===== config.mk =====
export PLATFORM = sky130hd
export DESIGN_NAME = nbeg_sqrt
export DESIGN_NICKNAME = d
export VERILOG_FILES = /design/src/rtl/nbeg_pkg.sv /design/src/rtl/nbeg_sqrt.sv
export SDC_FILE = /design/constraint.sdc
export NUM_CORES = 1
export LEC_CHECK = 0
export BUFFER_PORTS_ARGS = -buffer_cell sky130_fd_sc_hd__buf_2
export CAP_MARGIN = 40
export CORE_MARGIN = 4
export CORE_UTILIZATION = 55
export CTS_BUF_LIST = sky130_fd_sc_hd__clkbuf_8 sky130_fd_sc_hd__clkbuf_16
export DETAILED_ROUTE_END_ITERATION = 16
export PLACE_DENSITY = 0.76
export SETUP_SLACK_MARGIN = 0.3
export SLEW_MARGIN = 20
export SYNTH_ARGS = -nofsm -noshare
export SYNTH_HDL_FRONTEND = slang
export SYNTH_SLANG_ARGS = --single-unit

===== constraint.sdc =====
create_clock -name aclk -period 5.8 [get_ports aclk]
set_input_delay 1.16 -clock aclk [delete_from_list [all_inputs] [get_ports aclk]]
set_output_delay 1.16 -clock aclk [all_outputs]
set_load 0.005 [all_outputs]

===== src/rtl/nbeg_pkg.sv =====
// Shared types, constants and helper functions of the n-body gravity step block.
package nbeg_pkg;

    // Default table depth and configuration reset values.
    localparam int unsigned BODY_SLOTS_DEF = 16;
    localparam logic [23:0] GRAV_RESET     = 24'd398600;
    localparam logic [9:0]  KPP_RESET      = 10'd100;
    localparam logic [15:0] DMIN_RESET     = 16'd5;

    // Width of the shared divider and root units.
    localparam int unsigned DIV_W = 64;

    // Configuration register indexes (byte address divided by four).
    localparam logic [1:0] REG_GRAV = 2'd0;
    localparam logic [1:0] REG_KPP  = 2'd1;
    localparam logic [1:0] REG_DMIN = 2'd2;

    // Input action codes.
    localparam logic ACT_TICK  = 1'b0;
    localparam logic ACT_SPAWN = 1'b1;

    // Result status codes.
    localparam logic STAT_OK   = 1'b0;
    localparam logic STAT_FULL = 1'b1;

    // One entry of the body table.
    typedef struct packed {
        logic [31:0] x;
        logic [31:0] y;
        logic [31:0] vx;
        logic [31:0] vy;
        logic [19:0] mass;
    } body_t;

    // Configuration register set as seen by the datapath.
    typedef struct packed {
        logic [23:0] grav;
        logic [9:0]  kpp;
        logic [15:0] dmin;
    } cfg_t;

    // Sequencer states.
    typedef enum logic [4:0] {
        ST_IDLE,
        ST_SPAWN,
        ST_I_CHECK,
        ST_I_LOAD,
        ST_J_CHECK,
        ST_J_LOAD,
        ST_SCALE,
        ST_SQUARE,
        ST_ROOT_GO,
        ST_ROOT_WAIT,
        ST_ACC_GO,
        ST_ACC_WAIT,
        ST_CX_GO,
        ST_CX_WAIT,
        ST_CY_GO,
        ST_CY_WAIT,
        ST_DV_MUL,
        ST_DV_ADD,
        ST_I_WB,
        ST_M_CHECK,
        ST_M_LOAD,
        ST_MX_GO,
        ST_MX_WAIT,
        ST_MY_GO,
        ST_MY_WAIT,
        ST_M_WB,
        ST_OUT
    } state_t;

    // Magnitude of a signed 32-bit value.
    function automatic logic [31:0] umag32(input logic [31:0] v);
        logic [31:0] res;
        res = v[31] ? (~v + 32'd1) : v;
        return res;
    endfunction

    // Adds a signed step given as magnitude and sign, saturating to signed 32 bits.
    function automatic logic [31:0] sat_add(input logic [31:0] base, input logic [39:0] mag,
                                            input logic neg);
        logic signed [41:0] m;
        logic signed [41:0] s;
        logic [31:0]        res;
        m = $signed({2'b00, mag});
        if (neg) begin
            m = -m;
        end
        s = $signed({{10{base[31]}}, base}) + m;
        if (s > 42'sd2147483647) begin
            res = 32'h7FFF_FFFF;
        end else if (s < -42'sd2147483648) begin
            res = 32'h8000_0000;
        end else begin
            res = s[31:0];
        end
        return res;
    endfunction

endpackage


===== src/rtl/nbeg_sqrt.sv =====
// Integer square root unit that settles two radicand bits per cycle.
module nbeg_sqrt
    import nbeg_pkg::*;
(
    input  logic             aclk,
    input  logic             aresetn,
    input  logic             start,
    input  logic [DIV_W-1:0] radicand,
    output logic             done,
    output logic [DIV_W/2-1:0] root
);

    localparam int unsigned STEPS = DIV_W / 2;
    localparam int unsigned CW    = $clog2(STEPS);

    logic             busy_reg;
    logic             done_reg;
    logic [CW-1:0]    cnt_reg;
    logic [DIV_W-1:0] rem_reg;
    logic [DIV_W-1:0] res_reg;
    logic [DIV_W-1:0] bit_reg;
    logic [DIV_W-1:0] trial;

    assign trial = res_reg + bit_reg;

    // Control: STEPS iterations, then a one-cycle done pulse.
    always_ff @(posedge aclk) begin
        if (!aresetn) begin
            busy_reg <= 1'b0;
            done_reg <= 1'b0;
            cnt_reg  <= '0;
        end else begin
            done_reg <= 1'b0;
            if (start) begin
                busy_reg <= 1'b1;
                cnt_reg  <= '0;
            end else if (busy_reg) begin
                cnt_reg <= cnt_reg + CW'(1);
                if (cnt_reg == CW'(STEPS - 1)) begin
                    busy_reg <= 1'b0;
                    done_reg <= 1'b1;
                end
            end
        end
    end

    // Digit-by-digit root: compare against result plus the current bit.
    always_ff @(posedge aclk) begin
        if (start) begin
            rem_reg <= radicand;
            res_reg <= '0;
            bit_reg <= {2'b01, {(DIV_W-2){1'b0}}};
        end else if (busy_reg) begin
            if (rem_reg >= trial) begin
                rem_reg <= rem_reg - trial;
                res_reg <= (res_reg >> 1) + bit_reg;
            end else begin
                res_reg <= res_reg >> 1;
            end
            bit_reg <= bit_reg >> 2;
        end
    end

    assign done = done_reg;
    assign root = res_reg[DIV_W/2-1:0];

endmodule


== Word level (Yosys, flattened, before mapping) ==
Index checks and enable logic that the tools add are counted.

* Bits of input ports: 67
* Output and inout port bits: 33
* Bits in registers: 167
* Word-level logic and storage cells: 27

* Order comparisons: 1
* Reduce and logical (&&, ||, !) cells: 5
* $add $sub $neg: 4
* Bitwise logic cells: 2
* Equality and inequality tests: 1
* Mux-type cells: 8

{| class="wikitable"
|+ Operators with widths
! operator !! count
|-
| 64-bit 2-to-1 mux || 4
|-
| 63-bit by 63-bit adder with 64-bit output || 1
|-
| 64-bit by 63-bit adder with 64-bit output || 1
|-
| 64-bit greater-or-equal comparator || 1
|-
| 64-bit subtractor || 1
|-
| 5-bit by 1-bit adder with 5-bit output (second input constant) || 1
|-
| 5-bit == test (second input constant) || 1
|-
| 1-bit 2-to-1 mux || 4
|-
| 2-bit nonzero test || 2
|-
| 3-bit OR reduction || 1
|-
| 1-bit inverter || 2
|-
| 2-bit AND reduction || 1
|-
| 2-bit OR reduction || 1
|}

== Logic depth before layout (Yosys ltp) ==
* Depth in word-level cells: 5
* Mapped depth: 26

== Least setup slack after synthesis ==
No wires, ideal clock.

* Path kind: register to register
* From: reg res_reg[2]
* To: reg rem_reg[0], enable pin
* Period minus slack after synthesis: 6.229 ns
* Buffers on the path: 1
* Arrival time: 5.539 ns
* Stages on the path, launching flop included: 22
* Library setup time: 0.690 ns
* Slack: -0.429 ns
* Path through: dfxtp_1 ha_1 a31o_2 a31oi_4 o21ai_2 a311oi_2 o31ai_2 a311o_1 nand2_1 and4bb_1 o41ai_2 xor2_1 ha_1 a21o_1 a21o_1 a21oi_1 o21ai_0 a221oi_2 nand2_1 buf_2 nand2_1 nand2_1

* Longest elaborated chain between the ends: 4

{| class="wikitable"
|+ Ends and longest elaborated chain
! element !! RTL line !! source
|-
| start: declaration || nbeg_sqrt.sv:20 || <nowiki>logic [DIV_W-1:0] res_reg;</nowiki>
|-
| start signal: assignment || nbeg_sqrt.sv:56 || <nowiki>res_reg <= (res_reg >> 1) + bit_reg;</nowiki>
|-
| start signal: assignment || nbeg_sqrt.sv:58 || <nowiki>res_reg <= res_reg >> 1;</nowiki>
|-
| 64-bit by 63-bit adder with 64-bit output || nbeg_sqrt.sv:24 || <nowiki>assign trial = res_reg + bit_reg;</nowiki>
|-
| 64-bit greater-or-equal comparator || nbeg_sqrt.sv:54 || <nowiki>if (rem_reg >= trial) begin</nowiki>
|-
| 2-bit nonzero test (no line) || -- ||
|-
| 2-bit AND reduction (no line) || -- ||
|-
| end signal: assignment || nbeg_sqrt.sv:50 || <nowiki>rem_reg <= radicand;</nowiki>
|-
| end signal: assignment || nbeg_sqrt.sv:55 || <nowiki>rem_reg <= rem_reg - trial;</nowiki>
|-
| end: declaration || nbeg_sqrt.sv:19 || <nowiki>logic [DIV_W-1:0] rem_reg;</nowiki>
|}

No other way between the ends.
A chain may end at the register's enable or synchronous reset.

== Final worst setup path ==
* From: reg res_reg[0]
* To: reg rem_reg[12], enable pin

The elaborated chain is that of the path after synthesis.

==> reports/qor.txt <==
Power, Total -> 6.70 mW
r2r worst-path depth -> 24
XOR/XNOR Fraction of Synth Area -> 8.24%
Ports -> 100
CP max-delay cell -> a31oi_1
number of global-route vias before repair -> 15,000
Critical Path Most Common Cell -> ha_1
Setup violations, final -> 0
Avg WL per Cell -> 20.2 um
simple-gate share of the synthesized area -> 18.8%
Via density -> 6.48
largest family of logic cells by synthesized area -> compound AO/OA/AOI/OAI gates
share of layout cells above drive strength 1 -> 13.8%
Seq/Total Area, Yosys -> 25.2%
status -> complete, no violations
CP required -> 6.01 ns
largest net degree at the start of global routing -> 196
Max Slew Vio Count -> 0
Fin Hold WS -> 0.510 ns
Root Buffer -> clkbuf_16
clk_skew -> 0.0146 ns
CP max stage delay -> 0.42 ns
Max Fclk -> 186 MHz
die area -> 31,600 um^2
Startpoint Class -> flip-flop
Lkg Pwr -> 6.86 nW
Worst Hold Class -> flip-flop to flip-flop
min Tclk post-route -> 5.36 ns
Port Buffers -> 99
Ant. Diodes -> 0
Switch Pwr -> 3.01 mW
CP endpoint kind -> flip-flop
Total GRT Usage -> 30.4%
fraction of registers with async set/reset -> 0%
CTS Hold Bufs -> 0
Vias -> 15,800
Max FO, Critical Path -> 15
Cell Chain, Critical Path -> ha_1 > ha_1 > a21o_1 > a31oi_1 > o21ai_1 > a21boi_1 > buf_4 > nor2b_1 > o21ai_0 > xor2_1 > ha_1 > and4_1 > and3_1 > a31oi_1 > o21ai_0 > a21oi_1 > a21oi_2 > o211ai_2 > buf_4 > nand2_2 > nand2_2 > nand2_4 > buf_12 > buf_12
Reg-to-Reg Start -> res_reg[0]
Layout Nets -> 2,253
VDD IR max -> 0.221 mV
Post-Synth Adder-Cell Area -> 10.6%
critical path's top delay family -> compound AO/OA/AOI/OAI gates
RR Endpoint -> rem_reg[12]
clock group share of total power -> 17.4%
Worst Hold Depth -> 2
# Max-Cap Violations -> 0
multiplexer share of the synthesized area -> 3.28%
Gate power share -> 56.4%
Setup CP Type -> flip-flop to flip-flop
Bufs and invs on worst path -> 4
pwr dens -> 380 nW/um^2
top cell type's share of synthesized area -> 13.0%
H-tree Lvls -> 4
sequential share of power -> 26.2%
post-synthesis compound-gate area fraction -> 28.7%
P_int -> 3.69 mW
Syn Nets -> 2,221
CP Data Arrival Time -> 5.57 ns
Core Area -> 28,100 um^2
DR DRC count -> 0
final hold vios -> 0
std cell rows -> 61
CTS tree -> yes
largest cells by area after synthesis -> dfxtp_1 (13%), edfxtp_1 (12%), ha_1 (10%), nand2_1 (6.0%), o21ai_0 (4.9%)
Synth area leader -> dfxtp_1
initial antenna violation count -> 0
TritonCTS Sinks -> 167
Synth Flop Type -> dfxtp_1
total CTS buffers -> 17
area grow syn2layout -> 11.2%
switching part of the total -> 44.9%
First DRT Iteration DRCs -> 1,742
number of synthesized flops with an enable pin -> 64
routed wire length -> 49,400 um
clock-pin transition on the worst setup and hold timing paths -> 0.07 ns
Syn. warnings -> 0
fin crit share -> 92.5%
drt pass-1 iters -> 6
Skew-Pair Late Insertion Delay -> 0.46 ns
Chip Height -> 178 um
first-pass GRT wire length -> 78,100 um
Reg2Reg Setup Slack -> 0.44 ns
CP startpoint -> res_reg[0]
clk buf depth -> 2
Post-Syn Instances -> 2,021
grt ovf -> 0
Hold Startpoint -> cnt_reg[3]
Sum Neg Setup Slack -> 0 ns
Seq cells post-synth -> 167
worst slew pin tran -> 1.10 ns
Max-slew headroom -> 26.7%
ANT nets after route -> 0
Die X -> 178 um
post-DP HPWL -> 35,800 um
RSZ-0062 raised after global routing -> no
Synth cell types -> 86
syn_area_per_cell -> 7.84 um^2
synthesized cell area -> 15,800 um^2
Initial Util -> 56.4%
sink of the worst hold path -> cnt_reg[3]
routability cong. -> 0.972
power by group through the flow:
stage	Combinational, mW	Sequential [mW]	Clock (mW)
floorplan	2.66	1.65	0
detailed placement	3.49	1.75	0
global route	4.11	1.77	1.22
global placement	3.41	1.76	0
finish	3.78	1.75	1.17
CTS	3.58	1.74	1.17
Yosys cell counts (38+ instances only):
cell and instances:
dfxtp_1 103, a31oi_1 63, clkbuf_1 92, o21ai_0 156, xnor2_1 83, a21o_1 55
nor2_1 206, edfxtp_1 64, xor2_1 66, mux2i_1 44, ha_1 132, o21bai_1 38
a21oi_1 135, nand2_1 254
layout by cell type (no fill, tap or decap), types with 37 or more instances in the layout:
cell / instances
xnor2_1: 83
a21oi_1: 131
a31oi_1: 58
nand2_1: 251
a21o_1: 55
mux2i_1: 44
nor2_1: 205
nand4_1: 37
o21bai_1: 37
o21ai_0: 151
inv_1: 37
dfxtp_1: 100
buf_4: 47
edfxtp_1: 64
ha_1: 123
buf_2: 98
xor2_1: 65
cells by family (layout without fill, tap and decap cells):
logic type               after synthesis  count (layout)
adder cells (fa/ha/maj)              133             133
multiplexers                          51              51
XOR/XNOR                             149             149
flip-flops                           167             167
AND/OR/NAND/NOR                      662             662
AO/OA/AOI/OAI                        679             679
buffers and inverters                180             225
routing by layer:
layer / routed length [um] / global-route usage (%) / up-vias
li1: - / - / 7519
met1: 21400 / 41.1 / 7405
met2: 22400 / 49.3 / 798
met3: 4170 / 5.50 / 114
met4: 1400 / 9.73 / 0
met5: 0 / 0 / -
worst max-delay path by stage:
| stage | to | slack [ns] | cells past startpoint |
|---|---|---|---|
| final | rem_reg[12] | 0.44 | 24 |
| after global routing | rem_reg[5] | 0.27 | 24 |
| after CTS | rem_reg[55] | 0.30 | 23 |
| after detailed placement | rem_reg[54] | 0.15 | 19 |
| after global placement | rem_reg[54] | 0.27 | 21 |
| after floorplan | rem_reg[0] | 0.54 | 21 |
worst reg2reg max path, delay by kind of cell (launching register included):
kind            cells  cell delay, ns
buf+inv             4            0.66
flops               1            0.33
xor+xnor            1            0.31
compound gates     10            2.14
simple gates        6            0.82
fa+ha+maj           3            0.84
through the flow:
step                cells  instance area [um^2]  worst slack [ns]  util, %
global placement     2393                 16500             0.265     58.8
global route         2444                 17600             0.267     62.7
floorplan            2021                 15800             0.541        -
CTS                  2436                 17300             0.300     61.7
detailed placement   2394                 16500             0.152     58.9
finish               2444                 17600             0.437     62.7
area by class of cell:
| class | instances | area, um^2 |
|---|---|---|
| inverters | 35 | 131 |
| multi-input cells | 1674 | 11300 |
| clock buffers | 18 | 450 |
| well taps | 378 | 473 |
| clock inverters | 14 | 126 |
| flip-flops and latches | 167 | 3990 |
| fillers | 2486 | 10500 |
| repair buffers | 158 | 1120 |
timing repair:
action                                  4_1_cts  5_1_grt
endpoints found under the setup margin       90      143
gates cloned                                  2        1
buffers inserted                              8        7
resized for setup                            17       41
pin swaps                                     3       21
(Power assumes the default switching activity.)
