$ cat src/rtl/nbeg_pkg.sv
// Shared types, constants and helper functions of the n-body gravity step block.
package nbeg_pkg;

    // Default table depth and configuration reset values.
    localparam int unsigned BODY_SLOTS_DEF = 16;
    localparam logic [23:0] GRAV_RESET     = 24'd398600;
    localparam logic [9:0]  KPP_RESET      = 10'd100;
    localparam logic [15:0] DMIN_RESET     = 16'd5;

    // Width of the shared divider and root units.
    localparam int unsigned DIV_W = 64;

    // Configuration register indexes (byte address divided by four).
    localparam logic [1:0] REG_GRAV = 2'd0;
    localparam logic [1:0] REG_KPP  = 2'd1;
    localparam logic [1:0] REG_DMIN = 2'd2;

    // Input action codes.
    localparam logic ACT_TICK  = 1'b0;
    localparam logic ACT_SPAWN = 1'b1;

    // Result status codes.
    localparam logic STAT_OK   = 1'b0;
    localparam logic STAT_FULL = 1'b1;

    // One entry of the body table.
    typedef struct packed {
        logic [31:0] x;
        logic [31:0] y;
        logic [31:0] vx;
        logic [31:0] vy;
        logic [19:0] mass;
    } body_t;

    // Configuration register set as seen by the datapath.
    typedef struct packed {
        logic [23:0] grav;
        logic [9:0]  kpp;
        logic [15:0] dmin;
    } cfg_t;

    // Sequencer states.
    typedef enum logic [4:0] {
        ST_IDLE,
        ST_SPAWN,
        ST_I_CHECK,
        ST_I_LOAD,
        ST_J_CHECK,
        ST_J_LOAD,
        ST_SCALE,
        ST_SQUARE,
        ST_ROOT_GO,
        ST_ROOT_WAIT,
        ST_ACC_GO,
        ST_ACC_WAIT,
        ST_CX_GO,
        ST_CX_WAIT,
        ST_CY_GO,
        ST_CY_WAIT,
        ST_DV_MUL,
        ST_DV_ADD,
        ST_I_WB,
        ST_M_CHECK,
        ST_M_LOAD,
        ST_MX_GO,
        ST_MX_WAIT,
        ST_MY_GO,
        ST_MY_WAIT,
        ST_M_WB,
        ST_OUT
    } state_t;

    // Magnitude of a signed 32-bit value.
    function automatic logic [31:0] umag32(input logic [31:0] v);
        logic [31:0] res;
        res = v[31] ? (~v + 32'd1) : v;
        return res;
    endfunction

    // Adds a signed step given as magnitude and sign, saturating to signed 32 bits.
    function automatic logic [31:0] sat_add(input logic [31:0] base, input logic [39:0] mag,
                                            input logic neg);
        logic signed [41:0] m;
        logic signed [41:0] s;
        logic [31:0]        res;
        m = $signed({2'b00, mag});
        if (neg) begin
            m = -m;
        end
        s = $signed({{10{base[31]}}, base}) + m;
        if (s > 42'sd2147483647) begin
            res = 32'h7FFF_FFFF;
        end else if (s < -42'sd2147483648) begin
            res = 32'h8000_0000;
        end else begin
            res = s[31:0];
        end
        return res;
    endfunction

endpackage

$ cat src/rtl/nbeg_cfg.sv
// APB configuration registers: gravity constant, scale and minimum distance.
module nbeg_cfg
    import nbeg_pkg::*;
(
    input  logic        aclk,
    input  logic        aresetn,
    input  logic        psel,
    input  logic        penable,
    input  logic        pwrite,
    input  logic [3:0]  paddr,
    input  logic [31:0] pwdata,
    output logic [31:0] prdata,
    output logic        pready,
    output cfg_t        cfg
);

    logic [23:0] grav_reg;
    logic [9:0]  kpp_reg;
    logic [15:0] dmin_reg;
    logic        wr_en;

    assign pready = 1'b1;
    assign wr_en  = psel & penable & pwrite;

    // Register writes during the access phase.
    always_ff @(posedge aclk) begin
        if (!aresetn) begin
            grav_reg <= GRAV_RESET;
            kpp_reg  <= KPP_RESET;
            dmin_reg <= DMIN_RESET;
        end else if (wr_en) begin
            unique case (paddr[3:2])
                REG_GRAV: grav_reg <= pwdata[23:0];
                REG_KPP:  kpp_reg  <= pwdata[9:0];
                REG_DMIN: dmin_reg <= pwdata[15:0];
                default: ;
            endcase
        end
    end

    // Read-back mux.
    always_comb begin
        unique case (paddr[3:2])
            REG_GRAV: prdata = {8'd0, grav_reg};
            REG_KPP:  prdata = {22'd0, kpp_reg};
            REG_DMIN: prdata = {16'd0, dmin_reg};
            default:  prdata = 32'd0;
        endcase
    end

    assign cfg = '{grav: grav_reg, kpp: kpp_reg, dmin: dmin_reg};

endmodule

$ cat config.mk
export PLATFORM = sky130hd
export DESIGN_NAME = nbeg_cfg
export DESIGN_NICKNAME = d
export VERILOG_FILES = /design/src/rtl/nbeg_pkg.sv /design/src/rtl/nbeg_cfg.sv
export SDC_FILE = /design/constraint.sdc
export NUM_CORES = 1
export LEC_CHECK = 0
export CAP_MARGIN = 30
export CORE_ASPECT_RATIO = 0.5
export CORE_MARGIN = 2
export CORE_UTILIZATION = 56
export DETAILED_ROUTE_END_ITERATION = 6
export DONT_BUFFER_PORTS = 1
export GPL_TIMING_DRIVEN = 0
export PLACE_DENSITY_LB_ADDON = 0.15
export SLEW_MARGIN = 20
export SYNTH_ARGS = -nofsm -noshare
export SYNTH_HDL_FRONTEND = slang
export SYNTH_SLANG_ARGS = --single-unit
$ cat constraint.sdc
create_clock -name aclk -period 1.3 [get_ports aclk]
set_input_delay 0.13 -clock aclk [delete_from_list [all_inputs] [get_ports aclk]]
set_output_delay 0.13 -clock aclk [all_outputs]
set_load 0.02 [all_outputs]
== Yosys cells after proc, flatten, opt, wreduce, memory -nomap -nowiden ==
Cells that the tools add are included.

* Register bits: 50
* Latch bits: 0
* Bits in writable memories: 0
* Bits in read-only memories: 0
* Input port bits: 41
* Output and inout bits: 83
* Logic and storage cells: 12
* Memories kept: 0

* $add $sub $neg: 0
* $mul: 0
* Divide/modulo/power cells: 0
* Order comparisons: 0
* Equality and inequality tests: 2
* Shift-type cells: 0
* Mux-type cells: 1
* Bitwise logic cells: 2
* Reductions and logical operators: 4

{| class="wikitable"
|+ Operator list
! cell !! number
|-
| $pmux 24 s3 || 1
|-
| $reduce_and 2->1 || 3
|-
| $and 1x1->1 || 2
|-
| $eq 2x1->1 const B || 1
|-
| $eq 2x2->1 const B || 1
|-
| $logic_not 2->1 || 1
|}

== Logic depth before layout (Yosys ltp) ==
Gate-level depths: netlist (run 1).

* Word-level depth: 3
* Depth in mapped cells: 5
* Gate-level depth less buffers: 3

== Least setup slack after synthesis (run 1) ==
No wires, ideal clock.

* Path kind: input to output
* From: input port paddr[2]
* To: output port prdata[4]
* Arrival: 1208 ps
* Slack: -38 ps
* Stages on the path: 5
* Cell sequence: buf_2 -> buf_6 -> buf_4 -> mux2i_1 -> o21ai_0

* Longest elaborated chain between the ends: 2

{| class="wikitable"
|+ RTL lines
! what !! line !! source
|-
| start, declared || nbeg_cfg.sv:10 || <nowiki>input logic [3:0] paddr,</nowiki>
|-
| $eq 2x2->1 (tied with other cells) || nbeg_cfg.sv:43 || <nowiki>unique case (paddr[3:2])</nowiki>
|-
| $pmux 24 s3 * || nbeg_cfg.sv:43 ||
|-
| end, declared || nbeg_cfg.sv:12 || <nowiki>output logic [31:0] prdata,</nowiki>
|}

Every way passes the cells marked *; elsewhere a longest branch is shown, timed or not.

== Final worst setup path (run 1) ==
* From: register dmin_reg[14]
* To: output port prdata[14]

* Longest elaborated chain between the ends: 1

{| class="wikitable"
|+ RTL lines
! what !! line !! source
|-
| start, declared || nbeg_cfg.sv:19 || <nowiki>logic [15:0] dmin_reg;</nowiki>
|-
| start signal, assigned || nbeg_cfg.sv:35 || <nowiki>REG_DMIN: dmin_reg <= pwdata[15:0];</nowiki>
|-
| $pmux 24 s3 || nbeg_cfg.sv:43 ||
|}

No other way between the ends.

==> flow_summary.ini, run 1 <==
[status]
status = complete, no violations

[critical_path]
worstPathMaxFanout = 3
required_ns = 1.17
crit_path_end_kind = output port
crit_path_start_kind = flop
cp.arrival_ns = 1.13
critPathKind = reg -> out

[sta]
fin_crit_sh_pct = 97.2
skew_ns = 0
slew_headroom_pct = 57.4
hold_violations = 0
final-max-slew-violation-count = 0
report.final.setup_viol = 0
worst_pin_slew_ns = 0.638
setup_ws_ns = 0.0364
layout_min_cycle_time_ns = 1.26
max_freq_mhz = 791

[clock_tree]
cts_tree = yes
clk_latency_ns = 0.29
clk_path_buf_depth = 2
clock-sinks = 50
clock-root-buffer = clkbuf_8
cts_buffers = 5
postCtsSetupRepairBufs = 0
htreeDepth = 2
clk_pin_slew_ns = 0.09

[power_and_ir_drop]
clkPwrFrac_pct = 32.4
p_seq_share_pct = 54.5
switchingPower_w = 0.000813
p_leak_nw = 1.21
combPwrFrac_pct = 13.0
switching_share_pct = 27.6
power_density_nw_per_um2 = 1010
power.internal_w = 0.00213
ir_drop_mv = 0.611

[logic_synthesis]
syn_avg_cell_area_um2 = 8.91
synth_top_flop_cell = dfxtp_1
yosysTopAreaCell = dfxtp_1
yosys-top-cells-count = nand2_1 (71), mux2i_1 (55), dfxtp_1 (50)
ys_types = 24
yosysMostFrequentCell = nand2_1
synth-edff-count = 0
netlist.area_leader.share_pct = 41.3
synth_area_um2 = 2420
yosys_warnings = 0
async_flop_share_pct = 0
ys_ff_latch = 50
syn_inst = 272
synth-seq-area-share_pct = 41.3
synth.area.top_cells = dfxtp_1 (41%), mux2i_1 (23%), nand2_1 (11%)

[global_routing]
grt_max_degree = 16
first_global_vias = 1998
track_usage_pct = 26.8
gr-total-overflow = 0
antenna_found_initial = 0
grt_pass1_wl_mm = 10.2

[placement]
hpwl_mm = 4.43
postPlaceCellArea_um2 = 2520
globalplace.congestion = 0.816
post-place-ws_ns = -0.203
io_buffers = 0

[drt]
drc_errors = 0
num_vias = 2014
wl_per_cell_um = 18.1
vias_per_cell = 5.63
routed_wl_mm = 6.48
drt_iter0_drc = 69
ant_nets = 0
dr.pass1.iters = 4

[die]
core_area_um2 = 4020
chipWidth_um = 97.0
die_y_um = 50.5
ios = 124
die_area_um2 = 4900
row_count = 16
start_util_pct = 60.2

[worst_hold_path]
min_path_type = in -> reg

[finish]
finalInstanceArea_um2 = 2920
largest_register_ffs = 24
diodes = 0
area_growth_pct = 20.7
final_core_util_pct = 72.7
finalNetCount = 344
drive_gt1_share_pct = 29.3
fillers = 314

[flow_run]
cap_viol_max_count = 0
-- worst max-delay path, cell delays in order, from the launching register on --
cell and delay (ns):
dfxtp_1 0.47, mux2i_1 0.14, nor2_2 0.22
-- power groups by stage --
stage	combinational, W	clock [W]	sequential (W)
2_1_floorplan	0.000249	0	0.00163
3_3_place_gp	0.000301	0	0.00164
3_5_place_dp	0.000306	0	0.00164
4_1_cts	0.000374	0.000963	0.00160
5_1_grt	0.000411	0.00103	0.00161
6_report	0.000383	0.000955	0.00161
-- path summary, 6_finish.rpt --
kind / startpoint / slack (ns) / cells after the start / to
worst max-delay path: dmin_reg[14] / 0.04 / 2 / prdata[14]
worst min register to register: grav_reg[14] / 0.52 / 2 / grav_reg[14]
worst min-delay path: pwdata[0] / 0.007 / 2 / dmin_reg[0]
worst max register to register: dmin_reg[0] / 0.48 / 2 / dmin_reg[0]
-- area by class of cell --
cell class                 count  area (µm²)  area share, %
buffer                        29         205           7.02
clock buffer                   6        82.6           2.82
sequential                    50        1040           35.6
timing repair buffer          17         170           5.82
tap                           54        67.6           2.31
inverter                      10        37.5           1.28
multi-input combinational    190        1310           44.7
clock inverter                 2        12.5          0.428
-- cells by family (layout without fill, tap and decap cells) --
group / count (synthesis) / in the layout / synth area share (%)
AND/OR/NAND/NOR: 100 / 100 / 19.4
AO/OA/AOI/OAI: 26 / 26 / 7.08
flip-flops: 50 / 50 / 41.3
other: 2 / 9 / 0.310
buffers and inverters: 39 / 64 / 9.19
multiplexers: 55 / 55 / 22.7
-- cells in the final DEF, fill, tap and decap left out, types with 2 or more instances in the layout --
master          n
inv_1          10
o21ai_2        10
and2_1          6
clkbuf_4        2
dfxtp_1        17
buf_4          10
buf_2           4
o21ai_0         5
or4b_1          6
mux2i_1        54
clkbuf_8        6
clkbuf_1        7
dfxtp_2        33
dlygate4sd3_1  17
nand2b_1        2
buf_6           3
o211ai_2        2
o211ai_1        6
buf_8           2
nand2_1        71
o311ai_0        3
nor2_2          8
conb_1          9
nor3_4          3
-- per-stage QoR --
step | total power, W | TNS (ns) | hold slack, ns | std cells
2_1_floorplan | 0.00188 | 0 | 0.272 | 279
3_3_place_gp | 0.00194 | -1.54 | 0.275 | 333
3_5_place_dp | 0.00194 | -1.79 | 0.281 | 333
4_1_cts | 0.00294 | 0 | 0.00796 | 358
5_1_grt | 0.00305 | -0.0149 | 0.000831 | 358
6_report | 0.00294 | 0 | 0.00653 | 358
-- layer usage --
metal | GRT usage, % | wire (µm) | part of all wire (%) | vias up
met1 | 34.1 | 2760 | 43 | 964
met4 | 3.99 | 34 | 0.53 | 0
met2 | 45.5 | 3030 | 47 | 94
met3 | 9.33 | 655 | 10 | 4
met5 | 0 | 0 | 0 | -
li1 | - | - | - | 952
-- repair_timing --
| item | in CTS | in global routing |
|---|---|---|
| resized for setup | 46 | 24 |
| endpoints found under the hold margin | 23 | 0 |
| pin swaps | 1 | 0 |
| endpoints found under the setup margin | 18 | 21 |
| hold buffers | 17 | 0 |
Power figures use the tool's default switching activity.
==> inputs of run 2 (changes only) <==
--- a/config.mk
+++ b/config.mk
@@ -11,7 +11,6 @@
 export CORE_UTILIZATION = 56
 export DETAILED_ROUTE_END_ITERATION = 6
 export DONT_BUFFER_PORTS = 1
-export GPL_TIMING_DRIVEN = 0
 export PLACE_DENSITY_LB_ADDON = 0.15
 export SLEW_MARGIN = 20
 export SYNTH_ARGS = -nofsm -noshare
==> run 2 against run 1 <==
The run now ends with hold timing left. Fmax hardly changed. Via count is 6.5% higher. Clock skew stayed put. Sequential cell count stayed put. Core utilization is 5.1 points higher. Count of clock-buffer cells in the layout is 1 lower. Final area is 7.0% higher. Clock power is 8.6% lower. Critical path depth is 2 higher. Highest routed layer unchanged.
==> flow_summary.ini, run 2 (same netlist as run 1, synthesis figures left out) <==
[critical_path]
crit_chain = buf_4 -> nand2_1 -> dlygate4sd3_1 -> mux2i_1
crit_path_start_kind = flop
reg2reg_from = grav_reg[9]
crit_path_start = grav_reg[9]
crit_slowest_cell = dlygate4sd3_1
required_ns = 1.53
slowest_delay_ns = 0.55
reg2reg_depth = 4
worstPathMaxFanout = 2
cp.arrival_ns = 1.50
crit_path_end_kind = flop
critPathKind = reg -> reg

[sta]
report.final.setup_viol = 0
rsz0062_at_grt = false
final-max-slew-violation-count = 0
setup_ws_ns = 0.0357
holdWs_ns = -0.0369
skew_ns = 0
layout_min_cycle_time_ns = 1.26
hold_violations = 1
max_freq_mhz = 791
fin_crit_sh_pct = 97.3
finalSetupTns_ns = 0

[drt]
ant_nets = 0
drc_errors = 0
wl_per_cell_um = 16.5
drt_iter0_drc = 98
vias_per_cell = 5.46
dr.pass1.iters = 4
num_vias = 2145
routed_wl_mm = 6.49

[die]
chipWidth_um = 97.0
ios = 124
die_area_um2 = 4900
row_count = 16
core_area_um2 = 4020
start_util_pct = 60.2
die_y_um = 50.5

[finish]
final_common_cell = nand2_1
diodes = 0
final_core_util_pct = 77.8
drive_gt1_share_pct = 21.8
area_growth_pct = 29.2
finalNetCount = 380
mostFrequentLayoutCells = nand2_1 (71), mux2i_1 (55), buf_4 (52)
largest_register_ffs = 24
fillers = 299

[global_routing]
first_global_vias = 2097
grt_pass1_wl_mm = 10.4
track_usage_pct = 26.8
gr-total-overflow = 0
grt_max_degree = 46
antenna_found_initial = 0

[placement]
hpwl_mm = 3.95
globalplace.congestion = 0.779
io_buffers = 0
post-place-ws_ns = 0.148

[clock_tree]
postCtsSetupRepairBufs = 0
htreeDepth = 2
clk_path_buf_depth = 2
clock-root-buffer = clkbuf_8
cts_buffers = 5
clk_latency_ns = 0.29
clock-sinks = 50
clk_pin_slew_ns = 0.09
cts_tree = yes

[status]
violations = hold timing
status = complete, but fails checks

[power_and_ir_drop]
ir_drop_mv = 0.737
power_density_nw_per_um2 = 898
p_leak_nw = 1.37
p_total_w = 0.00281

[flow_run]
cap_viol_max_count = 0

[worst_hold_path]
min_path_type = in -> reg
hp-start = aresetn
hold_depth = 2
run 2: final timing paths:
path                       to  slack [ns]
hold reg to reg   dmin_reg[5]        0.53
hold / removal    grav_reg[4]       -0.04
setup / recovery  grav_reg[9]        0.04
setup reg to reg  grav_reg[9]        0.04
run 2: timing repair:
item,in CTS,in global routing
endpoints found under the hold margin,48,3
endpoints found under the setup margin,0,6
resized for setup,0,8
hold buffers,27,2
run 2: stage by stage:
stage / std cells / instance area [µm²]
5_1_grt: 393 / 3130
3_5_place_dp: 358 / 2750
3_3_place_gp: 358 / 2750
6_report: 393 / 3130
2_1_floorplan: 279 / 2450
4_1_cts: 392 / 3110
run 2: routing by layer:
layer / track usage (%) / part of all wire [%] / vias up
met2: 47.1 / 49 / 79
met3: 8.91 / 7.4 / 4
met1: 32.4 / 43 / 1035
li1: - / - / 1027
met5: 0 / 0 / -
met4: 6.34 / 0.43 / 0
run 2: cell type report:
class | count | area (µm²) | area share [%]
Tap cell | 54 | 67.6 | 2.16
Clock buffer | 5 | 68.8 | 2.20
Inverter | 10 | 37.5 | 1.20
Sequential cell | 50 | 1010 | 32.2
Multi-Input combinational cell | 190 | 1220 | 39.1
Timing Repair Buffer | 82 | 712 | 22.8
Clock inverter | 2 | 10.0 | 0.320
run 2: power by group:
part	total [W]	switching [W]	internal, W
combinational	0.000363	0.000201	0.000162
clock	0.000873	0.000510	0.000363
sequential	0.00158	0.0000220	0.00155
run 2: worst max-delay path, delay by kind of cell, from the launching register on:
family	cells	cell delay [ns]
mux	1	0.11
buf+inv	2	0.70
simple gates	1	0.05
flops	1	0.34
