--- src/rtl/nbeg_pkg.sv ---
// Shared types, constants and helper functions of the n-body gravity step block.
package nbeg_pkg;

    // Default table depth and configuration reset values.
    localparam int unsigned BODY_SLOTS_DEF = 16;
    localparam logic [23:0] GRAV_RESET     = 24'd398600;
    localparam logic [9:0]  KPP_RESET      = 10'd100;
    localparam logic [15:0] DMIN_RESET     = 16'd5;

    // Width of the shared divider and root units.
    localparam int unsigned DIV_W = 64;

    // Configuration register indexes (byte address divided by four).
    localparam logic [1:0] REG_GRAV = 2'd0;
    localparam logic [1:0] REG_KPP  = 2'd1;
    localparam logic [1:0] REG_DMIN = 2'd2;

    // Input action codes.
    localparam logic ACT_TICK  = 1'b0;
    localparam logic ACT_SPAWN = 1'b1;

    // Result status codes.
    localparam logic STAT_OK   = 1'b0;
    localparam logic STAT_FULL = 1'b1;

    // One entry of the body table.
    typedef struct packed {
        logic [31:0] x;
        logic [31:0] y;
        logic [31:0] vx;
        logic [31:0] vy;
        logic [19:0] mass;
    } body_t;

    // Configuration register set as seen by the datapath.
    typedef struct packed {
        logic [23:0] grav;
        logic [9:0]  kpp;
        logic [15:0] dmin;
    } cfg_t;

    // Sequencer states.
    typedef enum logic [4:0] {
        ST_IDLE,
        ST_SPAWN,
        ST_I_CHECK,
        ST_I_LOAD,
        ST_J_CHECK,
        ST_J_LOAD,
        ST_SCALE,
        ST_SQUARE,
        ST_ROOT_GO,
        ST_ROOT_WAIT,
        ST_ACC_GO,
        ST_ACC_WAIT,
        ST_CX_GO,
        ST_CX_WAIT,
        ST_CY_GO,
        ST_CY_WAIT,
        ST_DV_MUL,
        ST_DV_ADD,
        ST_I_WB,
        ST_M_CHECK,
        ST_M_LOAD,
        ST_MX_GO,
        ST_MX_WAIT,
        ST_MY_GO,
        ST_MY_WAIT,
        ST_M_WB,
        ST_OUT
    } state_t;

    // Magnitude of a signed 32-bit value.
    function automatic logic [31:0] umag32(input logic [31:0] v);
        logic [31:0] res;
        res = v[31] ? (~v + 32'd1) : v;
        return res;
    endfunction

    // Adds a signed step given as magnitude and sign, saturating to signed 32 bits.
    function automatic logic [31:0] sat_add(input logic [31:0] base, input logic [39:0] mag,
                                            input logic neg);
        logic signed [41:0] m;
        logic signed [41:0] s;
        logic [31:0]        res;
        m = $signed({2'b00, mag});
        if (neg) begin
            m = -m;
        end
        s = $signed({{10{base[31]}}, base}) + m;
        if (s > 42'sd2147483647) begin
            res = 32'h7FFF_FFFF;
        end else if (s < -42'sd2147483648) begin
            res = 32'h8000_0000;
        end else begin
            res = s[31:0];
        end
        return res;
    endfunction

endpackage

--- src/rtl/nbeg_div.sv ---
// Restoring divider that produces one quotient bit per cycle.
module nbeg_div
    import nbeg_pkg::*;
(
    input  logic             aclk,
    input  logic             aresetn,
    input  logic             start,
    input  logic [DIV_W-1:0] dividend,
    input  logic [DIV_W-1:0] divisor,
    output logic             done,
    output logic [DIV_W-1:0] quotient
);

    localparam int unsigned CW = $clog2(DIV_W);

    logic             busy_reg;
    logic             done_reg;
    logic [CW-1:0]    cnt_reg;
    logic [DIV_W-1:0] rem_reg;
    logic [DIV_W-1:0] quo_reg;
    logic [DIV_W-1:0] den_reg;
    logic [DIV_W:0]   shifted;
    logic             take;

    // Shift in the next dividend bit and try the subtraction.
    assign shifted = {rem_reg, quo_reg[DIV_W-1]};
    assign take    = (shifted >= {1'b0, den_reg});

    // Control: busy until the counter reaches DIV_W - 1, then a one-cycle done pulse.
    always_ff @(posedge aclk) begin
        if (!aresetn) begin
            busy_reg <= 1'b0;
            done_reg <= 1'b0;
            cnt_reg  <= '0;
        end else begin
            done_reg <= 1'b0;
            if (start) begin
                busy_reg <= 1'b1;
                cnt_reg  <= '0;
            end else if (busy_reg) begin
                cnt_reg <= cnt_reg + CW'(1);
                if (cnt_reg == CW'(DIV_W - 1)) begin
                    busy_reg <= 1'b0;
                    done_reg <= 1'b1;
                end
            end
        end
    end

    // Datapath: partial remainder and quotient shift register.
    always_ff @(posedge aclk) begin
        if (start) begin
            rem_reg <= '0;
            quo_reg <= dividend;
            den_reg <= divisor;
        end else if (busy_reg) begin
            if (take) begin
                rem_reg <= DIV_W'(shifted - {1'b0, den_reg});
            end else begin
                rem_reg <= shifted[DIV_W-1:0];
            end
            quo_reg <= {quo_reg[DIV_W-2:0], take};
        end
    end

    assign done     = done_reg;
    assign quotient = quo_reg;

endmodule

--- config.mk ---
export PLATFORM = sky130hd
export DESIGN_NAME = nbeg_div
export DESIGN_NICKNAME = d
export VERILOG_FILES = /design/src/rtl/nbeg_pkg.sv /design/src/rtl/nbeg_div.sv
export SDC_FILE = /design/constraint.sdc
export NUM_CORES = 1
export LEC_CHECK = 0
export ABC_AREA = 1
export BUFFER_PORTS_ARGS = -buffer_cell sky130_fd_sc_hd__buf_4
export CAP_MARGIN = 20
export CORE_MARGIN = 1.5
export CORE_UTILIZATION = 59
export CTS_CLUSTER_DIAMETER = 100
export DETAILED_ROUTE_END_ITERATION = 16
export PLACE_DENSITY = 0.82
export SLEW_MARGIN = 20
export SYNTH_ARGS = -nofsm -noshare
export SYNTH_HDL_FRONTEND = slang
export SYNTH_SLANG_ARGS = --single-unit
--- constraint.sdc ---
create_clock -name aclk -period 4.62 [get_ports aclk]
set_clock_uncertainty 0.1 [all_clocks]
set_input_delay 0 -clock aclk [delete_from_list [all_inputs] [get_ports aclk]]
set_output_delay 0 -clock aclk [all_outputs]
set_load 0.02 [all_outputs]
# Word-level counts from Yosys, hierarchy flattened
# Cells that the tools add are included.
# totals
register_bits	200
in_bits	131
output_inout_bits	65
# classes
n_addsub	2
n_lt_le_gt_ge	1
eq_ne	1
mux	7
bitwise	2
reduce_logical	3
# ops
operator	n
$mux W64	3
$ge A65 B64 Y1	1
$sub A64 B64 Y64	1
$add A6 B1 Y6 const B	1
$eq A6 B6 Y1 const B	1
$mux W1	4
$reduce_or A3 Y1	1
$not A1 Y1	2
$reduce_bool A2 Y1	1
$reduce_or A2 Y1	1

# Depth between registers and ports, before layout
# Gate-level depths: netlist of the first run.
# depth
word_depth	4
mapped_depth	19
depth_no_buf	18

# Worst setup path after synthesis of the first run
# OpenSTA, ideal clock, no wires.
# synth_timing
path_kind	register -> register
start	reg busy_reg
end	reg quo_reg[0] (netlist: quotient[0]), enable pin
setup_ns	0.454
arrival_time_ns	2.776
required_time_ns	4.066
path_slack_ns	1.290
stages_incl_launch_ff	5
period_less_slack_ns	3.330
cell_sequence	dfxtp_1 > nor2_1 > inv_1 > clkbuf_1 > clkbuf_1
# synth_via
elab_chain_cells	1
# synth_lines
element	line_no	rtl
from (decl)	nbeg_div.sv:16	logic busy_reg;
from (signal assigned)	nbeg_div.sv:32	busy_reg <= 1'b0;
from (signal assigned)	nbeg_div.sv:38	busy_reg <= 1'b1;
from (signal assigned)	nbeg_div.sv:43	busy_reg <= 1'b0;
$reduce_bool A2 Y1 (no line)	-	
to (signal assigned)	nbeg_div.sv:54	quo_reg <= dividend;
to (signal assigned)	nbeg_div.sv:62	quo_reg <= {quo_reg[DIV_W-2:0], take};
to (decl)	nbeg_div.sv:20	logic [DIV_W-1:0] quo_reg;
# Every way passes these cells.
# A chain may end at the register's enable or synchronous reset.

# Final worst setup path of the first run
# layout_timing
start	reg den_reg[35]
end	reg rem_reg[21]
# layout_via
elab_chain_cells	2
# layout_lines
element	line_no	rtl
from (decl)	nbeg_div.sv:21	logic [DIV_W-1:0] den_reg;
from (signal assigned)	nbeg_div.sv:55	den_reg <= divisor;
$ge A65 B64 Y1	nbeg_div.sv:27	assign take = (shifted >= {1'b0, den_reg});
$mux W64	nbeg_div.sv:57	if (take) begin
to (signal assigned)	nbeg_div.sv:58	rem_reg <= DIV_W'(shifted - {1'b0, den_reg});
to (signal assigned)	nbeg_div.sv:60	rem_reg <= shifted[DIV_W-1:0];
to (decl)	nbeg_div.sv:19	logic [DIV_W-1:0] rem_reg;
# Every way passes these cells.

==> impl_metrics.tcl, run 1 <==
set metrics [dict create \
    status "completed" \
    vias 15400 \
    grt_pass1_vias 14900 \
    worstPathRequired_ns 4.83 \
    dpl_cell_area_sq_um 16000 \
    r2r-end "rem_reg[21]" \
    use_met3 0.0632 \
    setup_tns_ns 0 \
    yosysTopAreaCell "edfxtp_1" \
    startpoint_type "flop" \
    path_max_fanout 65 \
    gr-total-overflow 0 \
    hpwlAfterDp_um 34000 \
    min_period_ns 3.27 \
    fin_util 0.761 \
    die_x_um 159 \
    grt_max_degree 78 \
    crit_chain "inv_1 > ha_1 > nand2_1 > inv_1 > nand2_1 > nand2_1 > nand2_1 > nand2_1 > nand2_1 > nand2_1 > nand2_1 > nand2_1 > nor2_4 > buf_4 > nand3_1 > nand3_1 > o21ai_1" \
    path_clk_slew_ns 0.10 \
    crit_slowest_cell "buf_4" \
    total_power_mw 4.60 \
    top_usage_layer "met2" \
    portBuffers 195 \
    stdcell_area_sq_um 18000 \
    fp.dieH_um 159 \
    grt_pass1_wl_um 78900 \
    hold_ws_ns 0.143 \
    grtUsageMet2 0.680 \
    timing.fmax_mhz 306 \
    synth_seq_cells 200 \
    synth_top_area_frac 0.268 \
    rr_worst_depth 17 \
    place_ws_ns 1.57 \
    first_pass_iters 6 \
    vdd_drop_max_mv 0.231 \
    final_layout_size_suffix_gt1_frac 0.118 \
    switching_power_mw 1.42 \
    hold_end "den_reg[39]" \
    hold_violations 0 \
    syn_nets 2373 \
    ys_seq_area_frac 0.369 \
    reg2reg_from "den_reg[35]" \
    met1_usage 0.493 \
    whs_path_depth 2 \
    detail_route.vias_per_cell 5.46 \
    final_cell_count_no_fill 2817 \
    reg2reg_slack_ns 1.35 \
    ys_warn_count 0 \
    p_clk_frac 0.370 \
    min_period_over_period 0.708 \
    setup_slack_ns 1.35 \
    swShare 0.309 \
    antenna_found_initial 1 \
    multiInputGateArea_sq_um 7090 \
    drt-total-wl_um 51200 \
    setup_viol 0 \
    syn_inst 2176 \
    cts_buffers 17 \
    cts_buffer_depth 2 \
    hold_class "in -> reg" \
    remaining_drc_errors 0 \
    post_cts_resized 0 \
    powerDensity_nw_per_um2 256 \
    dieArea_sq_um 25200 \
    synthToLayoutAreaGrowth_pct 25.4 \
    synth_edf_count 128 \
    cts_root_buffer "clkbuf_16" \
    fin_nets 2681 \
    netlist_area_sq_um 14300 \
    cts_tree "yes" \
    register_area_sq_um 5290 \
    crit_path_frequent_cell "nand2_1" \
    ant_nets 0 \
    worstSetupPathType "reg -> reg" \
    tightest_slew_ns 0.908 \
    max_stage_delay_ns 0.67 \
    core_sq_um 23600 \
    start_util 0.607 \
    synth_area_leaders "edfxtp_1, nand2_1, inv_1" \
    combinationalPowerShare 0.175 \
    holdCritStartpoint "divisor[39]" \
    ys.flop_type "edfxtp_1" \
    maxSlewViolCount 0 \
    htreeDepth 4 \
    insertion_delay_ns 0.47 \
    cp.arrival_ns 3.48 \
    gr-usage-all-layers 0.400 \
    cts_sinks 200 \
    power.internal_mw 3.17 \
    io_pins 196 \
    rsz0062_at_grt "no" \
    wl_per_cell_um 18.2 \
    nFillCells 1681 \
    place.gp.congestion 0.976 \
    pwr-share-seq 0.455 \
    max-cap-violations 0 \
    async_flop_share 0 \
    p_leak_nw 9.80 \
    synthDistinctLibCells 40 \
    syn_avg_cell_area_sq_um 6.58 \
    max_slew_margin 0.395 \
    row_count 56 \
    dp.cells 2653 \
    drtIter0Drc 1748 \
    worst_setup_path_end_kind "flop" \
]
synth_stat cells, types with 2 or more instances:
library cell	instances
nand3_1	141
ha_1	65
nand2_2	16
a31oi_1	3
buf_6	12
inv_1	441
nor2_1	96
o21ai_1	20
o21bai_1	9
edfxtp_1	128
a21oi_2	2
a21oi_1	52
nand2_1	912
a21o_1	3
nor3_1	21
nor2_2	14
inv_2	3
buf_1	7
dfxtp_1	72
buf_4	2
xnor2_1	28
and2_1	3
o21ai_0	22
nand3b_1	35
buf_2	9
xor2_1	3
clkbuf_1	17
nor2_4	4
nand3_2	9
nand2_4	2
nand4_1	16
routing by layer:
layer	share of wire	routed length, um
met3	0.085	4350
met5	0	0
met2	0.47	24100
met1	0.39	20100
met4	0.053	2730
layout make-up:
class / instances / area share
diodes: 1 / 0.000139
clock buffers: 17 / 0.0237
clock inverters: 15 / 0.0123
inverters: 445 / 0.0931
multi-input cells: 1484 / 0.395
flip-flops and latches: 200 / 0.294
well taps: 319 / 0.0222
repair buffers: 336 / 0.159
cells by family (layout without fill, tap and decap cells):
group	Yosys count	after routing	synth area share
adders and majority gates	66	66	0.0582
buffers and inverters	492	813	0.137
AOI/OAI and AO/OA	114	114	0.0440
DFF	200	200	0.369
other	0	1	0
and+or+nand+nor	1273	1273	0.373
xor gates and xnor gates	31	31	0.0190
placed cells by master, fill, tap and decap left out, types with 21 or more instances in the layout:
master and count:
nor2_1 94, nand3_1 141, nor3_1 21, ha_1 65, xnor2_1 28, inv_1 439
dlygate4sd3_1 130, nand3b_1 35, o21ai_0 22, nand2_1 912, dfxtp_1 72, edfxtp_1 128
a21oi_1 52, buf_4 205
power by group through the flow:
stage / Combinational [mW] / Clock, mW / Sequential, mW
floorplan: 0.302 / 0 / 2.18
global placement: 0.651 / 0 / 2.12
detailed placement: 0.664 / 0 / 2.12
CTS: 0.754 / 1.69 / 2.08
global route: 0.851 / 1.76 / 2.10
finish: 0.802 / 1.70 / 2.09
how the worst max path moves through the flow:
stage                startpoint     endpoint  slack, ns
finish              den_reg[35]  rem_reg[21]       1.35
global route        den_reg[35]  rem_reg[22]       1.15
CTS                 den_reg[57]  rem_reg[23]       1.49
detailed placement  den_reg[57]   rem_reg[2]       1.57
global placement    den_reg[57]  rem_reg[16]       1.64
floorplan              busy_reg  quotient[0]       1.29
critical path: cells and delay by family (launching register included):
kind | cells | cell delay [ns]
AOI/OAI and AO/OA | 1 | 0.09
buffers and inverters | 3 | 0.86
adders and majority gates | 1 | 0.28
DFF | 1 | 0.42
and+or+nand+nor | 12 | 1.29
timing repair:
| action | 4_1_cts | 5_1_grt |
|---|---|---|
| setup buffers | 0 | 0 |
| hold endpoints to repair | 151 | 0 |
| hold buffers | 130 | 0 |
Power figures use the tool's default switching activity.
==> inputs of run 2 (changes only) <==
Settings changed: ABC_AREA 1 to 0, CORE_UTILIZATION 59 to 52, PLACE_DENSITY 0.82 to 0.77.
Clock period 4.62 ns to 2.95 ns, I/O delays scaled along.
==> run 2 against run 1 <==
- the run now ends with setup timing left
- via count down 21%
- setup slack got worse by 1.9 ns
- power increased by 110%
- largest power group is now combinational logic
- highest routed layer unchanged
==> impl_metrics.tcl, run 2 <==
set metrics [dict create \
    hold_violations 0 \
    setup_slack_ns -0.557 \
    hold_class "in -> reg" \
    yosysTopAreaCell "edfxtp_1" \
    setup_viol 65 \
    status "complete, but fails checks" \
    drtIter0Drc 895 \
    final_cell_mix "buf_4, dlygate4sd3_1, edfxtp_1, nor2_1, nand2_1" \
    p_leak_nw 8.03 \
    n_antenna_cell 0 \
    synth_top_area_frac 0.323 \
    syn_avg_cell_area_sq_um 9.73 \
    cts_sinks 200 \
    max_slew_margin 0.538 \
    die_x_um 154 \
    worstSetupPathType "reg -> reg" \
    portBuffers 195 \
    tightest_slew_ns 0.693 \
    synthDistinctLibCells 69 \
    io_pins 196 \
    insertion_delay_ns 0.46 \
    fin_nets 1961 \
    timing.fmax_mhz 285 \
    cp.arrival_ns 3.77 \
    min_period_ns 3.51 \
    synth_seq_cells 200 \
    holdCritStartpoint "start" \
    drt-total-wl_um 40500 \
    ant_nets 0 \
    syn_nets 1420 \
    worstPathRequired_ns 3.21 \
    total_power_mw 9.47 \
    async_flop_share 0 \
    cts_tree "yes" \
    cts_root_buffer "clkbuf_16" \
    reg2reg_from "den_reg[9]" \
    worst_setup_path_end_kind "flop" \
    hpwlAfterDp_um 24500 \
    syn_inst 1223 \
    first_pass_iters 6 \
    min_period_over_period 1.19 \
    max-cap-violations 0 \
    cts_buffer_depth 2 \
    remaining_drc_errors 0 \
    startpoint_type "flop" \
    final_layout_size_suffix_gt1_frac 0.393 \
    htreeDepth 4 \
    detail_route.vias_per_cell 5.89 \
    wl_per_cell_um 19.6 \
    path_max_fanout 9 \
    place.gp.congestion 0.959 \
    gr-usage-all-layers 0.325 \
    row_count 55 \
    gr-total-overflow 0 \
    antenna_found_initial 0 \
    vias 12100 \
    vdd_drop_max_mv 0.363 \
    startpoint "den_reg[9]" \
    path_clk_slew_ns 0.08 \
    ys.flop_type "edfxtp_1" \
    yosysMostFrequentCell "edfxtp_1" \
    core_sq_um 22600 \
    maxSlewViolCount 0 \
    dieArea_sq_um 23800 \
    start_util 0.527 \
    rsz0062_at_grt "yes" \
    ys_seq_area_frac 0.444 \
    cts_buffers 17 \
    ys_warn_count 0 \
    grt_pass1_vias 12400 \
    reg2reg_slack_ns -0.56 \
    final_common_cell "buf_4" \
    synth_edf_count 128 \
    violations "setup timing" \
    synth_area_leaders "edfxtp_1, dfxtp_1, ha_1" \
    powerDensity_nw_per_um2 518 \
    grt_max_degree 111 \
    netlist_area_sq_um 11900 \
    fp.dieH_um 154 \
    synthToLayoutAreaGrowth_pct 53.7 \
    setup_tns_ns -23.18 \
    grt_pass1_wl_um 61400 \
    synth_commonest_cells "edfxtp_1, nor2_1, nand2_1, a21oi_1, inv_1" \
]
run 2: power by group:
part           internal [mW]  leakage (nW)  total, mW  switching [mW]
Sequential              3.26          1.86       3.44           0.173
Combinational           1.79          5.88       3.61            1.83
Clock                   1.16         0.294       2.41            1.26
run 2: path summary, 6_finish.rpt:
path | end | cells past startpoint
min | rem_reg[41] | 3
max | rem_reg[63] | 14
max reg2reg | rem_reg[63] | 14
min reg2reg | cnt_reg[5] | 2
run 2: what timing repair did:
item	CTS	global route
endpoints found under the hold margin	137	0
pin swaps	23	41
hold buffers	130	0
cloned	3	0
gates resized for setup	71	84
buffers inserted	9	8
setup endpoints to repair	65	65
run 2: final cells by class:
type                    instances  area, sq um
clock buffers                  18          429
clock inverters                14          185
fillers                      1232         4290
inverters                      80          300
multi-input cells             876         6770
flip-flops and latches        200         5290
well taps                     285          357
repair buffers                589         4960
run 2: cell families after synthesis:
logic type	after synthesis	synth area share
fa+ha+maj	66	0.0701
mux	82	0.0765
compound gates	333	0.189
flops	200	0.444
buf+inv	147	0.0510
xor+xnor	56	0.0412
simple gates	339	0.128
run 2: stage by stage:
| step | area [sq um] | worst slack [ns] | hold slack (ns) | std cells | utilization |
|---|---|---|---|---|---|
| 2_1_floorplan | 12000 | -0.0953 | -0.00113 | 1223 | - |
| 3_3_place_gp | 15400 | -0.233 | 0.0778 | 1880 | 0.682 |
| 3_5_place_dp | 15400 | -0.365 | 0.0792 | 1880 | 0.682 |
| 4_1_cts | 17800 | -0.217 | 0.0411 | 2054 | 0.789 |
| 5_1_grt | 18300 | -0.674 | 0.0722 | 2062 | 0.810 |
| 6_report | 18300 | -0.557 | 0.0280 | 2062 | 0.810 |
run 2: metal layers:
layer,vias up,global-route usage,wire length [um],part of all wire
li1,5562,-,-,-
met1,5796,0.387,15500,0.38
met2,630,0.562,20100,0.50
met3,148,0.0672,3140,0.078
met4,0,0.158,1810,0.045
met5,-,0,0,0
run 2: worst max-delay path, cell delays in order (launching register included):
cell and delay [ns]:
edfxtp_1 0.38, inv_2 0.07, ha_4 0.32, nand4_1 0.23, o22ai_1 0.39, nor2_1 0.15, o31ai_4 0.10, a32oi_1 0.14
buf_4 0.17, o21ai_4 0.19, a211oi_4 0.09, buf_12 0.16, buf_4 0.16, or4_1 0.49, a311oi_1 0.25
